## src/design/hrp_pkg.sv

```systemverilog
// ----------------------------------------------------------------------------
// hrp_pkg
// Types, constants and helper functions shared by the heading-rate PID blocks.
// ----------------------------------------------------------------------------
package hrp_pkg;

  // Width of one configuration register
  localparam int REG_W = 31;

  // Signed width that holds any truncated Q product and the sum of three of
  // them at the smallest fraction width (8 bits).
  localparam int ACC_W = 58;

  // Signed width of the heading error. It holds 2*pi at 24 fraction bits.
  localparam int ERR_W = 28;

  // Pi scaled by 2^24, rounded to nearest
  localparam longint PI_Q24 = 64'sd52707179;

  localparam logic signed [ACC_W-1:0] ACC_I32_MAX = ACC_W'(64'sd2147483647);
  localparam logic signed [ACC_W-1:0] ACC_I32_MIN = ACC_W'(-64'sd2147483648);

  // Register reset values
  localparam logic [REG_W-1:0] RST_PROP_GAIN   = 31'd65536;
  localparam logic [REG_W-1:0] RST_INTEG_GAIN  = 31'd0;
  localparam logic [REG_W-1:0] RST_DERIV_GAIN  = 31'd0;
  localparam logic [REG_W-1:0] RST_MAX_RATE    = 31'd65536;
  localparam logic [REG_W-1:0] RST_MIN_RATE    = 31'd0;
  localparam logic [REG_W-1:0] RST_MAX_STEP    = 31'd32768;
  localparam logic [REG_W-1:0] RST_LOOP_PERIOD = 31'd3277;
  localparam logic [REG_W-1:0] RST_LOOP_RATE   = 31'd1310720;

  typedef enum logic [2:0] {
    REG_PROP_GAIN,
    REG_INTEG_GAIN,
    REG_DERIV_GAIN,
    REG_MAX_RATE,
    REG_MIN_RATE,
    REG_MAX_STEP,
    REG_LOOP_PERIOD,
    REG_LOOP_RATE
  } cfg_idx_t;

  typedef struct packed {
    logic [REG_W-1:0] prop_gain;
    logic [REG_W-1:0] integ_gain;
    logic [REG_W-1:0] deriv_gain;
    logic [REG_W-1:0] max_rate;
    logic [REG_W-1:0] min_rate;
    logic [REG_W-1:0] max_step;
    logic [REG_W-1:0] loop_period;
    logic [REG_W-1:0] loop_rate;
  } cfg_t;

  typedef enum logic [3:0] {
    S_IDLE,
    S_WRAP,
    S_MUL_RATE,
    S_TRATE,
    S_RERR,
    S_MUL_INTEG,
    S_MUL_DERIV,
    S_MUL_KI,
    S_MUL_KD,
    S_MUL_KP,
    S_SUM,
    S_INCR,
    S_FIN
  } state_t;

  typedef enum logic [3:0] {
    STEP_NONE,
    STEP_WRAP,
    STEP_MUL_RATE,
    STEP_TRATE,
    STEP_RERR,
    STEP_MUL_INTEG,
    STEP_MUL_DERIV,
    STEP_MUL_KI,
    STEP_MUL_KD,
    STEP_MUL_KP,
    STEP_SUM,
    STEP_INCR
  } dp_step_t;

  typedef struct packed {
    logic     load;
    dp_step_t step;
    logic     out_load;
  } dp_ctrl_t;

  typedef struct packed {
    logic out_busy;
  } dp_stat_t;

  function automatic logic signed [31:0] sat32(input logic signed [ACC_W-1:0] v);
    logic signed [31:0] r;
    if (v > ACC_I32_MAX) begin
      r = 32'sh7fffffff;
    end else if (v < ACC_I32_MIN) begin
      r = 32'sh80000000;
    end else begin
      r = v[31:0];
    end
    return r;
  endfunction

  function automatic logic signed [ACC_W-1:0] clamp_mag(input logic signed [ACC_W-1:0] v,
                                                       input logic [REG_W-1:0] lim);
    logic signed [ACC_W-1:0] lim_s;
    logic signed [ACC_W-1:0] r;
    lim_s = {{(ACC_W-REG_W){1'b0}}, lim};
    if (v > lim_s) begin
      r = lim_s;
    end else if (v < -lim_s) begin
      r = -lim_s;
    end else begin
      r = v;
    end
    return r;
  endfunction

endpackage

```

## src/design/hrp_cfg.sv

```systemverilog
// ----------------------------------------------------------------------------
// hrp_cfg
// Configuration register file: eight 31-bit registers, write only.
// ----------------------------------------------------------------------------
module hrp_cfg (
  input  logic                      clk,
  input  logic                      rst_n,
  input  logic                      cfg_wr_en,
  input  logic [2:0]                cfg_index,
  input  logic [hrp_pkg::REG_W-1:0] cfg_wdata,
  output hrp_pkg::cfg_t             cfg
);
  import hrp_pkg::*;

  cfg_t regs_r;
  cfg_t regs_nxt;

  always_comb begin
    regs_nxt = regs_r;
    if (cfg_wr_en) begin
      unique case (cfg_idx_t'(cfg_index))
        REG_PROP_GAIN:   regs_nxt.prop_gain   = cfg_wdata;
        REG_INTEG_GAIN:  regs_nxt.integ_gain  = cfg_wdata;
        REG_DERIV_GAIN:  regs_nxt.deriv_gain  = cfg_wdata;
        REG_MAX_RATE:    regs_nxt.max_rate    = cfg_wdata;
        REG_MIN_RATE:    regs_nxt.min_rate    = cfg_wdata;
        REG_MAX_STEP:    regs_nxt.max_step    = cfg_wdata;
        REG_LOOP_PERIOD: regs_nxt.loop_period = cfg_wdata;
        REG_LOOP_RATE:   regs_nxt.loop_rate   = cfg_wdata;
        default:         regs_nxt = regs_r;
      endcase
    end
  end

  always_ff @(posedge clk) begin
    if (!rst_n) begin
      regs_r.prop_gain   <= RST_PROP_GAIN;
      regs_r.integ_gain  <= RST_INTEG_GAIN;
      regs_r.deriv_gain  <= RST_DERIV_GAIN;
      regs_r.max_rate    <= RST_MAX_RATE;
      regs_r.min_rate    <= RST_MIN_RATE;
      regs_r.max_step    <= RST_MAX_STEP;
      regs_r.loop_period <= RST_LOOP_PERIOD;
      regs_r.loop_rate   <= RST_LOOP_RATE;
    end else begin
      regs_r <= regs_nxt;
    end
  end

  assign cfg = regs_r;

endmodule

```

## src/design/hrp_ctrl.sv

```systemverilog
// ----------------------------------------------------------------------------
// hrp_ctrl
// Sequencer for one control step: walks the datapath through the wrap, the
// six shared multiplies and the final clamps, and loads the output register.
// ----------------------------------------------------------------------------
module hrp_ctrl (
  input  logic              clk,
  input  logic              rst_n,
  input  logic              in_valid,
  input  logic              in_operation,
  output logic              in_stall,
  output hrp_pkg::dp_ctrl_t ctrl,
  input  hrp_pkg::dp_stat_t stat
);
  import hrp_pkg::*;

  state_t state_r;
  state_t state_nxt;

  always_ff @(posedge clk) begin
    if (!rst_n) begin
      state_r <= S_IDLE;
    end else begin
      state_r <= state_nxt;
    end
  end

  always_comb begin
    state_nxt     = state_r;
    in_stall      = 1'b1;
    ctrl.load     = 1'b0;
    ctrl.step     = STEP_NONE;
    ctrl.out_load = 1'b0;
    unique case (state_r)
      S_IDLE: begin
        in_stall = 1'b0;
        if (in_valid) begin
          ctrl.load = 1'b1;
          // a clear goes straight to the output stage
          state_nxt = in_operation ? S_FIN : S_WRAP;
        end
      end
      S_WRAP: begin
        ctrl.step = STEP_WRAP;
        state_nxt = S_MUL_RATE;
      end
      S_MUL_RATE: begin
        ctrl.step = STEP_MUL_RATE;
        state_nxt = S_TRATE;
      end
      S_TRATE: begin
        ctrl.step = STEP_TRATE;
        state_nxt = S_RERR;
      end
      S_RERR: begin
        ctrl.step = STEP_RERR;
        state_nxt = S_MUL_INTEG;
      end
      S_MUL_INTEG: begin
        ctrl.step = STEP_MUL_INTEG;
        state_nxt = S_MUL_DERIV;
      end
      S_MUL_DERIV: begin
        ctrl.step = STEP_MUL_DERIV;
        state_nxt = S_MUL_KI;
      end
      S_MUL_KI: begin
        ctrl.step = STEP_MUL_KI;
        state_nxt = S_MUL_KD;
      end
      S_MUL_KD: begin
        ctrl.step = STEP_MUL_KD;
        state_nxt = S_MUL_KP;
      end
      S_MUL_KP: begin
        ctrl.step = STEP_MUL_KP;
        state_nxt = S_SUM;
      end
      S_SUM: begin
        ctrl.step = STEP_SUM;
        state_nxt = S_INCR;
      end
      S_INCR: begin
        ctrl.step = STEP_INCR;
        state_nxt = S_FIN;
      end
      S_FIN: begin
        // hold until the output register is free
        if (!stat.out_busy) begin
          ctrl.out_load = 1'b1;
          state_nxt     = S_IDLE;
        end
      end
      default: begin
        state_nxt = S_IDLE;
      end
    endcase
  end

`ifndef SYNTHESIS
  a_step_starts_wrap: assert property (@(posedge clk) disable iff (!rst_n)
    in_valid && !in_stall && !in_operation |=> state_r == S_WRAP)
    else $error("control step did not start with the heading wrap");

  a_fin_returns_idle: assert property (@(posedge clk) disable iff (!rst_n)
    state_r == S_FIN && !stat.out_busy |=> state_r == S_IDLE && !in_stall)
    else $error("sequencer did not return to idle after loading a result");

  a_accept_only_idle: assert property (@(posedge clk) disable iff (!rst_n)
    !in_stall |-> state_r == S_IDLE)
    else $error("input taken outside idle");
`endif

endmodule

```

## src/design/hrp_dp.sv

```systemverilog
// ----------------------------------------------------------------------------
// hrp_dp
// Datapath: input capture, heading wrap, one shared 33x31 multiplier with a
// registered product, PID state, clamps and the output register.
// ----------------------------------------------------------------------------
module hrp_dp #(
  parameter int FRAC_BITS = 16
) (
  input  logic                clk,
  input  logic                rst_n,
  input  hrp_pkg::cfg_t       cfg,
  input  hrp_pkg::dp_ctrl_t   ctrl,
  output hrp_pkg::dp_stat_t   stat,
  input  logic                in_operation,
  input  logic signed [18:0]  in_target_heading,
  input  logic signed [18:0]  in_robot_heading,
  input  logic signed [31:0]  in_measured_rate,
  input  logic                out_stall,
  output logic                out_valid,
  output logic signed [31:0]  out_rate_command
);
  import hrp_pkg::*;

  localparam int     SH   = 24 - FRAC_BITS;
  // pi at FRAC_BITS, rounded to nearest
  localparam longint PI_Q = (((PI_Q24 * 2) >>> SH) + 1) >>> 1;
  localparam logic signed [ERR_W-1:0] PI_E     = ERR_W'(PI_Q);
  localparam logic signed [ERR_W-1:0] TWO_PI_E = ERR_W'(2 * PI_Q);

  // captured transaction
  logic                     op_r;
  logic signed [18:0]       th_r;
  logic signed [18:0]       rh_r;
  logic signed [31:0]       meas_r;

  logic signed [ERR_W-1:0]  err_r;
  logic [63:0]              prod_r;
  logic                     pneg_r;
  logic signed [31:0]       trate_r;
  logic signed [31:0]       rerr_r;
  logic signed [31:0]       integ_r;
  logic signed [31:0]       prev_r;
  logic signed [31:0]       deriv_r;
  logic signed [ACC_W-1:0]  acc_r;
  logic signed [32:0]       sum_r;
  logic                     out_valid_r;
  logic signed [31:0]       out_rc_r;

  logic signed [ERR_W-1:0]  err_raw;
  logic signed [ERR_W-1:0]  err_w1;
  logic signed [ERR_W-1:0]  err_w2;
  logic signed [32:0]       diff;
  logic signed [33:0]       src;
  logic [32:0]              op_a;
  logic [REG_W-1:0]         op_b;
  logic [63:0]              p_sh;
  logic signed [ACC_W-1:0]  q_pos;
  logic signed [ACC_W-1:0]  qv;
  logic [32:0]              sum_mag;
  logic [REG_W-1:0]         lim1;
  logic [REG_W-1:0]         lim2;
  logic signed [31:0]       res;

  // heading error, wrapped once into plus or minus pi
  always_comb begin
    err_raw = ERR_W'(th_r) - ERR_W'(rh_r);
    err_w1  = (err_raw > PI_E) ? err_raw - TWO_PI_E : err_raw;
    err_w2  = (err_w1 < -PI_E) ? err_w1 + TWO_PI_E : err_w1;
  end

  assign diff = 33'(rerr_r) - 33'(prev_r);

  // multiplier operand select
  always_comb begin
    src  = '0;
    op_b = '0;
    unique case (ctrl.step)
      STEP_MUL_RATE: begin
        src  = 34'(err_r);
        op_b = cfg.loop_rate;
      end
      STEP_MUL_INTEG: begin
        src  = 34'(rerr_r);
        op_b = cfg.loop_period;
      end
      STEP_MUL_DERIV: begin
        src  = 34'(diff);
        op_b = cfg.loop_rate;
      end
      STEP_MUL_KI: begin
        src  = 34'(integ_r);
        op_b = cfg.integ_gain;
      end
      STEP_MUL_KD: begin
        src  = 34'(deriv_r);
        op_b = cfg.deriv_gain;
      end
      STEP_MUL_KP: begin
        src  = 34'(rerr_r);
        op_b = cfg.prop_gain;
      end
      default: begin
        src  = '0;
        op_b = '0;
      end
    endcase
    op_a = src[33] ? 33'(-src) : src[32:0];
  end

  // truncate the product magnitude toward zero, then restore the sign
  always_comb begin
    p_sh  = prod_r >> FRAC_BITS;
    q_pos = p_sh[ACC_W-1:0];
    qv    = pneg_r ? -q_pos : q_pos;
  end

  // final magnitude clamp, minimum raise and forced sign
  always_comb begin
    sum_mag = sum_r[32] ? 33'(-sum_r) : 33'(sum_r);
    lim1    = (sum_mag > 33'(cfg.max_rate)) ? cfg.max_rate : sum_mag[REG_W-1:0];
    lim2    = (lim1 < cfg.min_rate) ? cfg.min_rate : lim1;
    if (op_r) begin
      res = '0;
    end else if (trate_r[31]) begin
      res = -signed'({1'b0, lim2});
    end else begin
      res = signed'({1'b0, lim2});
    end
  end

  always_ff @(posedge clk) begin
    if (ctrl.load) begin
      op_r   <= in_operation;
      th_r   <= in_target_heading;
      rh_r   <= in_robot_heading;
      meas_r <= in_measured_rate;
    end
    prod_r <= {31'b0, op_a} * {33'b0, op_b};
    pneg_r <= src[33];
    case (ctrl.step)
      STEP_WRAP:      err_r   <= err_w2;
      STEP_TRATE:     trate_r <= 32'(clamp_mag(qv, cfg.max_rate));
      STEP_RERR:      rerr_r  <= sat32(ACC_W'(trate_r) - ACC_W'(meas_r));
      STEP_MUL_KI:    deriv_r <= sat32(qv);
      STEP_MUL_KD:    acc_r   <= qv;
      STEP_MUL_KP:    acc_r   <= acc_r + qv;
      STEP_SUM:       acc_r   <= acc_r + qv;
      STEP_INCR:      sum_r   <= 33'(meas_r) + 33'(clamp_mag(acc_r, cfg.max_step));
      default: begin
      end
    endcase
  end

  // PID state: integral and last rate error
  always_ff @(posedge clk) begin
    if (!rst_n) begin
      integ_r <= '0;
      prev_r  <= '0;
    end else if (ctrl.load && in_operation) begin
      integ_r <= '0;
      prev_r  <= '0;
    end else if (ctrl.step == STEP_MUL_DERIV) begin
      integ_r <= sat32(ACC_W'(integ_r) + qv);
      prev_r  <= rerr_r;
    end
  end

  // output register
  always_ff @(posedge clk) begin
    if (!rst_n) begin
      out_valid_r <= 1'b0;
    end else if (ctrl.out_load) begin
      out_valid_r <= 1'b1;
    end else if (!out_stall) begin
      out_valid_r <= 1'b0;
    end
  end

  always_ff @(posedge clk) begin
    if (ctrl.out_load) begin
      out_rc_r <= res;
    end
  end

  assign stat.out_busy    = out_valid_r && out_stall;
  assign out_valid        = out_valid_r;
  assign out_rate_command = out_rc_r;

`ifndef SYNTHESIS
  a_clear_zeroes_state: assert property (@(posedge clk) disable iff (!rst_n)
    ctrl.load && in_operation |=> integ_r == 32'sd0 && prev_r == 32'sd0)
    else $error("clear left PID state nonzero");

  a_trate_in_range: assert property (@(posedge clk) disable iff (!rst_n)
    ctrl.step == STEP_TRATE |=>
      trate_r <= $signed({1'b0, $past(cfg.max_rate)}) &&
      trate_r >= -$signed({1'b0, $past(cfg.max_rate)}))
    else $error("target rate outside the max_rate limit");

  a_clear_outputs_zero: assert property (@(posedge clk) disable iff (!rst_n)
    ctrl.out_load && op_r |=> out_valid && out_rate_command == 32'sd0)
    else $error("clear produced a nonzero rate command");
`endif

endmodule

```

## src/design/heading_rate_pid_unit.sv

```systemverilog
// ----------------------------------------------------------------------------
// heading_rate_pid_unit
// Heading-rate PID regulator with rate, increment and output clamps.
// ----------------------------------------------------------------------------
//
//  channel | ports                                           | direction
//  --------+-------------------------------------------------+----------
//  cfg     | cfg_wr_en, cfg_index, cfg_wdata                 | in
//  in      | in_valid/in_stall, in_operation, in_*_heading,  | in
//          | in_measured_rate                                |
//  out     | out_valid/out_stall, out_rate_command           | out
//
// A control step runs from acceptance through the wrap, then six products on one
// shared 33x31 multiplier in sequence, to the output stage; no new transaction is
// taken until the sequencer is back in idle. A clear goes straight to the output
// stage. Reset returns the registers to their defaults and zeroes the integral
// and the last error. A stalled result stays in the output register; the next
// transaction is taken meanwhile and waits in its last stage only if it
// finishes before the result is taken.
// ----------------------------------------------------------------------------
module heading_rate_pid_unit #(
  parameter int FRAC_BITS = 16
) (
  input  logic                      clk,
  input  logic                      rst_n,
  input  logic                      cfg_wr_en,
  input  logic [2:0]                cfg_index,
  input  logic [hrp_pkg::REG_W-1:0] cfg_wdata,
  input  logic                      in_valid,
  output logic                      in_stall,
  input  logic                      in_operation,
  input  logic signed [18:0]        in_target_heading,
  input  logic signed [18:0]        in_robot_heading,
  input  logic signed [31:0]        in_measured_rate,
  output logic                      out_valid,
  input  logic                      out_stall,
  output logic signed [31:0]        out_rate_command
);
  import hrp_pkg::*;

  cfg_t     cfg;
  dp_ctrl_t ctrl;
  dp_stat_t stat;

  hrp_cfg u_cfg (
    .clk       (clk),
    .rst_n     (rst_n),
    .cfg_wr_en (cfg_wr_en),
    .cfg_index (cfg_index),
    .cfg_wdata (cfg_wdata),
    .cfg       (cfg)
  );

  hrp_ctrl u_ctrl (
    .clk          (clk),
    .rst_n        (rst_n),
    .in_valid     (in_valid),
    .in_operation (in_operation),
    .in_stall     (in_stall),
    .ctrl         (ctrl),
    .stat         (stat)
  );

  hrp_dp #(
    .FRAC_BITS (FRAC_BITS)
  ) u_dp (
    .clk               (clk),
    .rst_n             (rst_n),
    .cfg               (cfg),
    .ctrl              (ctrl),
    .stat              (stat),
    .in_operation      (in_operation),
    .in_target_heading (in_target_heading),
    .in_robot_heading  (in_robot_heading),
    .in_measured_rate  (in_measured_rate),
    .out_stall         (out_stall),
    .out_valid         (out_valid),
    .out_rate_command  (out_rate_command)
  );

endmodule
```

## config.mk

```make
export PLATFORM = sky130hd
export DESIGN_NAME = heading_rate_pid_unit
export DESIGN_NICKNAME = d
export VERILOG_FILES = /design/src/design/hrp_pkg.sv /design/src/design/hrp_cfg.sv /design/src/design/hrp_ctrl.sv /design/src/design/hrp_dp.sv /design/src/design/heading_rate_pid_unit.sv
export SDC_FILE = /design/constraint.sdc
export NUM_CORES = 2
export LEC_CHECK = 0
export ABC_AREA = 1
export BUFFER_PORTS_ARGS = -buffer_cell sky130_fd_sc_hd__buf_2
export CORE_MARGIN = 8
export CORE_UTILIZATION = 40
export DETAILED_ROUTE_END_ITERATION = 6
export PLACE_DENSITY = 0.54
export SLEW_MARGIN = 20
export SYNTH_ARGS = -nofsm -noshare
export SYNTH_HDL_FRONTEND = slang
export SYNTH_SLANG_ARGS = --single-unit
```

## constraint.sdc

```tcl
create_clock -name clk -period 16.05 [get_ports clk]
set_clock_uncertainty 0.05 [all_clocks]
set_input_delay 1.605 -clock clk [delete_from_list [all_inputs] [get_ports clk]]
set_output_delay 1.605 -clock clk [all_outputs]
set_load 0.02 [all_outputs]
```

==> flow_summary_export.csv <==
group,metric,value,unit
run_status,status,"completed",
worst_hold_path,hold_path_depth,2,
setup_path,path_max_fanout,47,
clocking,hold_buffers,0,
final_layout,syn_to_final_growth,8.40,%
timing,min_period,13.04,ns
place,finalWeightedCongestion,0.982,
final_layout,fin_nets,12978,
setup_path,cp_slowest_cell,"clkinv_1",
setup_path,crit-reg2reg-capture,"u_dp.prod_r[48]",
power_and_ir_drop,intPower,6.38,mW
drt,wl_per_cell,23.2,µm
flow_run,max-cap-violations,0,
synthesis,yosysTopAreaCell,"fa_1",
power_and_ir_drop,max-vdd-ir-drop,167,µV
drt,first_pass_iters,6,
global_route,busiest_layer,"met2",
timing,maxSlewViolCount,0,
synthesis,synth_top_area_share,0.214,
setup_path,endpoint_kind,"flip-flop",
place,pre_cts_ws,3.31,ns
setup_path,cpPeakStageDelay,1.03,ns
synthesis,synthAdderAreaFrac,0.322,
synthesis,synth_edf_count,318,
drt,drtIter0Drc,6945,
drt,wirelength,327000,µm
final_layout,fill_cells,21539,
synthesis,synth-seq-cells,684,
timing,setup_slack,3.01,ns
synthesis,synth-xor-area-share,0.0329,
worst_hold_path,hp-start,"u_cfg.cfg[183]",
clocking,root_buffer,"clkbuf_16",
setup_path,path_delay_family,"adder cells",
place,place_area,0.0881,mm²
global_route,grt_usage,0.283,
place,port_buffers,143,
timing,worstMarginPinSlew,1.19,ns
power_and_ir_drop,swShare,0.563,
floorplan,io_pins,144,
drt,drc,0,
power_and_ir_drop,cellLeakagePower,43.9,nW
place,dp_cells,13955,
place,hpwl,263000,µm
worst_hold_path,hold-path-endpoint,"u_cfg.cfg[183]",
setup_path,cp-start-kind,"flip-flop",
floorplan,fp.coreArea,0.209,mm²
clocking,clkTransAtPathRegs,0.06,ns
power_and_ir_drop,power.total,14.6,mW
global_route,grt-ovfl-total,0,
clocking,cts.path.max_buffers,3,
global_route,first_global_vias,76312,
final_layout,fin_cells,14125,
timing,fmax,0.0767,GHz
drt,routed_via_density,5.46,
global_route,grt_util_met3,0.0498,
power_and_ir_drop,clkPwrFrac,0.146,
synthesis,syn_nets,12990,
synthesis,synth_flop_cell,"dfxtp_1",
timing,finalHoldWorstSlack,0.402,ns
setup_path,critPathKind,"reg -> reg",
synthesis,synth_compound_area_frac,0.125,
clocking,clk_latency,0.75,ns
final_layout,drive_gt1_frac,0.0524,
synthesis,syn_area,0.0842,mm²
final_layout,utilization,0.436,
synthesis,yosysWarnings,0,
synthesis,synth_area_leaders,"fa_1 (21%), edfxtp_1 (11%), ha_1 (11%)",
timing,slew_headroom,0.208,
timing,fin_tns_setup,0,ns
timing,rsz0062_at_grt,"false",
floorplan,die_y,475,µm
synthesis,synthMuxAreaShare,0,
clocking,numCtsBuffers,87,
clocking,h-tree-depth,3,
synthesis,ys_types,78,
timing,hold_viol,0,
power_and_ir_drop,power.density,160,mW/mm²
power_and_ir_drop,p_sw,8.21,mW
worst_hold_path,worstHoldPathType,"reg -> reg",
global_route,grt_use_met1,0.392,
global_route,met2_usage,0.443,
floorplan,initial_utilization,0.402,
clocking,cts_resized,0,
synthesis,syn_inst,11252,
power_and_ir_drop,p_seq_frac,0.185,
final_layout,area.sequential,0.0169,mm²
synthesis,ys_seq_area_frac,0.200,
global_route,grt_pass1_wl,486000,µm
setup_path,r2r_slack,3.01,ns
synthesis,syn_area_per_cell,7.49,µm²
synthesis,synth_top_family_by_area,"adder cells",
clocking,post-cts-setup-buffer-count,0,
clocking,tritoncts,"built",
drt,ant_nets,0,
timing,setup-violations-final,0,
drt,dr_total_vias,77166,
synthesis,async_reset_ff_frac,0,
setup_path,crit_arrival,13.46,ns
setup_path,required,16.47,ns
global_route,antenna_found_initial,14,
power_and_ir_drop,combinationalPowerShare,0.669,
final_layout,fin_area,0.0913,mm²
final_layout,multiInputGateArea,0.0583,mm²
floorplan,dieArea,0.226,mm²
floorplan,core.rowCount,168,
global_route,grt_max_degree,133,
setup_path,path_buf_inv,10,
synthesis,synth-simple-area-share,0.211,
timing,fin_crit_sh,0.813,
floorplan,die_w,475,µm
setup_path,r2r_start,"u_dp.rerr_r[0]",
clocking,cts_sinks,684,
setup_path,worst-r2r-cell-count,44,
-- cells in the mapped netlist, drive strengths merged, types with 51 or more instances --
| cell | instances |
|---|---|
| nand2 | 2363 |
| inv | 1987 |
| nor2 | 1218 |
| fa | 900 |
| a21oi | 804 |
| ha | 728 |
| o21ai | 706 |
| nand3 | 375 |
| dfxtp | 366 |
| clkbuf | 326 |
| edfxtp | 318 |
| xor2 | 226 |
| nor3 | 126 |
| nand4 | 91 |
| xnor2 | 90 |
| buf | 82 |
| a31oi | 75 |
| nor4 | 51 |
-- power by group through the flow --
stage	registers, mW	clock network, mW	logic (mW)
after floorplan	2.57	0	6.32
after global placement	2.73	0	9.49
after detailed placement	2.72	0	9.57
after CTS	2.69	2.17	9.62
after global routing	2.72	2.23	10.7
final	2.70	2.13	9.76
-- cells in the final DEF (no fill, tap or decap), types with 161 or more instances in the layout --
cell type and count:
nand2_1 2343, inv_1 1965, nor2_1 1196, fa_1 900, a21oi_1 792, ha_1 728
o21ai_0 657, nand3_1 367, dfxtp_1 364, edfxtp_1 318, xor2_1 226, buf_4 161
-- sequential cells by signal, summed over array words and instances, names as in the netlist --
signal                 cells
u_dp.meas_r               32
u_dp.prev_r               32
u_dp.integ_r              32
u_dp.acc_r                58
u_cfg.cfg                248
u_dp.th_r                 19
u_dp.rh_r                 19
u_dp.out_rate_command     32
u_dp.prod_r               48
u_dp.deriv_r              32
u_ctrl.state_r             4
u_dp.out_valid             1
u_dp.op_r                  1
u_dp.trate_r              32
u_dp.sum_r                33
u_dp.rerr_r               32
u_dp.pneg_r                1
u_dp.err_r                28
-- per-layer routing --
layer | vias up | wire length, µm | share of wire
met4 | 12 | 15300 | 0.047
li1 | 35805 | - | -
met5 | - | 69 | 0.00021
met2 | 3064 | 142000 | 0.43
met3 | 601 | 26800 | 0.082
met1 | 37684 | 143000 | 0.44
-- worst register-to-register path, delay by kind of cell (launching register included) --
family / cells / cell delay [ns]
XOR/XNOR: 1 / 0.36
adder cells (fa/ha/maj): 11 / 4.88
flip-flops: 1 / 0.35
AO/OA/AOI/OAI: 8 / 2.21
AND/OR/NAND/NOR: 14 / 2.73
buffers and inverters: 10 / 2.23
-- layout make-up --
type / count / share of cell area
Inverter: 2004 / 0.0824
Clock buffer: 130 / 0.0279
Multi-Input combinational cell: 8156 / 0.638
Antenna cell: 7 / 0.000192
Timing Repair Buffer: 307 / 0.0218
Clock inverter: 32 / 0.00617
Sequential cell: 684 / 0.185
Tap cell: 2805 / 0.0384
-- worst max-delay path by stage --
stage,start,to,slack [ns],depth (start not counted)
5_1_grt,u_dp.rerr_r[0],u_dp.prod_r[48],2.33,44
3_5_place_dp,u_dp.rerr_r[0],u_dp.prod_r[48],3.31,44
2_1_floorplan,u_dp.rerr_r[0],u_dp.prod_r[51],6.48,49
4_1_cts,u_dp.rerr_r[0],u_dp.prod_r[48],3.28,44
3_3_place_gp,u_dp.rerr_r[0],u_dp.prod_r[48],3.31,44
6_report,u_dp.rerr_r[0],u_dp.prod_r[48],3.01,44
-- cell families (layout without fill, tap and decap cells) --
| group | count (synthesis) | count (layout) |
|---|---|---|
| flip-flops | 684 | 684 |
| AND/OR/NAND/NOR | 4314 | 4314 |
| buffers and inverters | 2412 | 2473 |
| AO/OA/AOI/OAI | 1898 | 1898 |
| XOR/XNOR | 316 | 316 |
| other | 0 | 7 |
| adder cells (fa/ha/maj) | 1628 | 1628 |
Power figures use the tool's default switching activity.
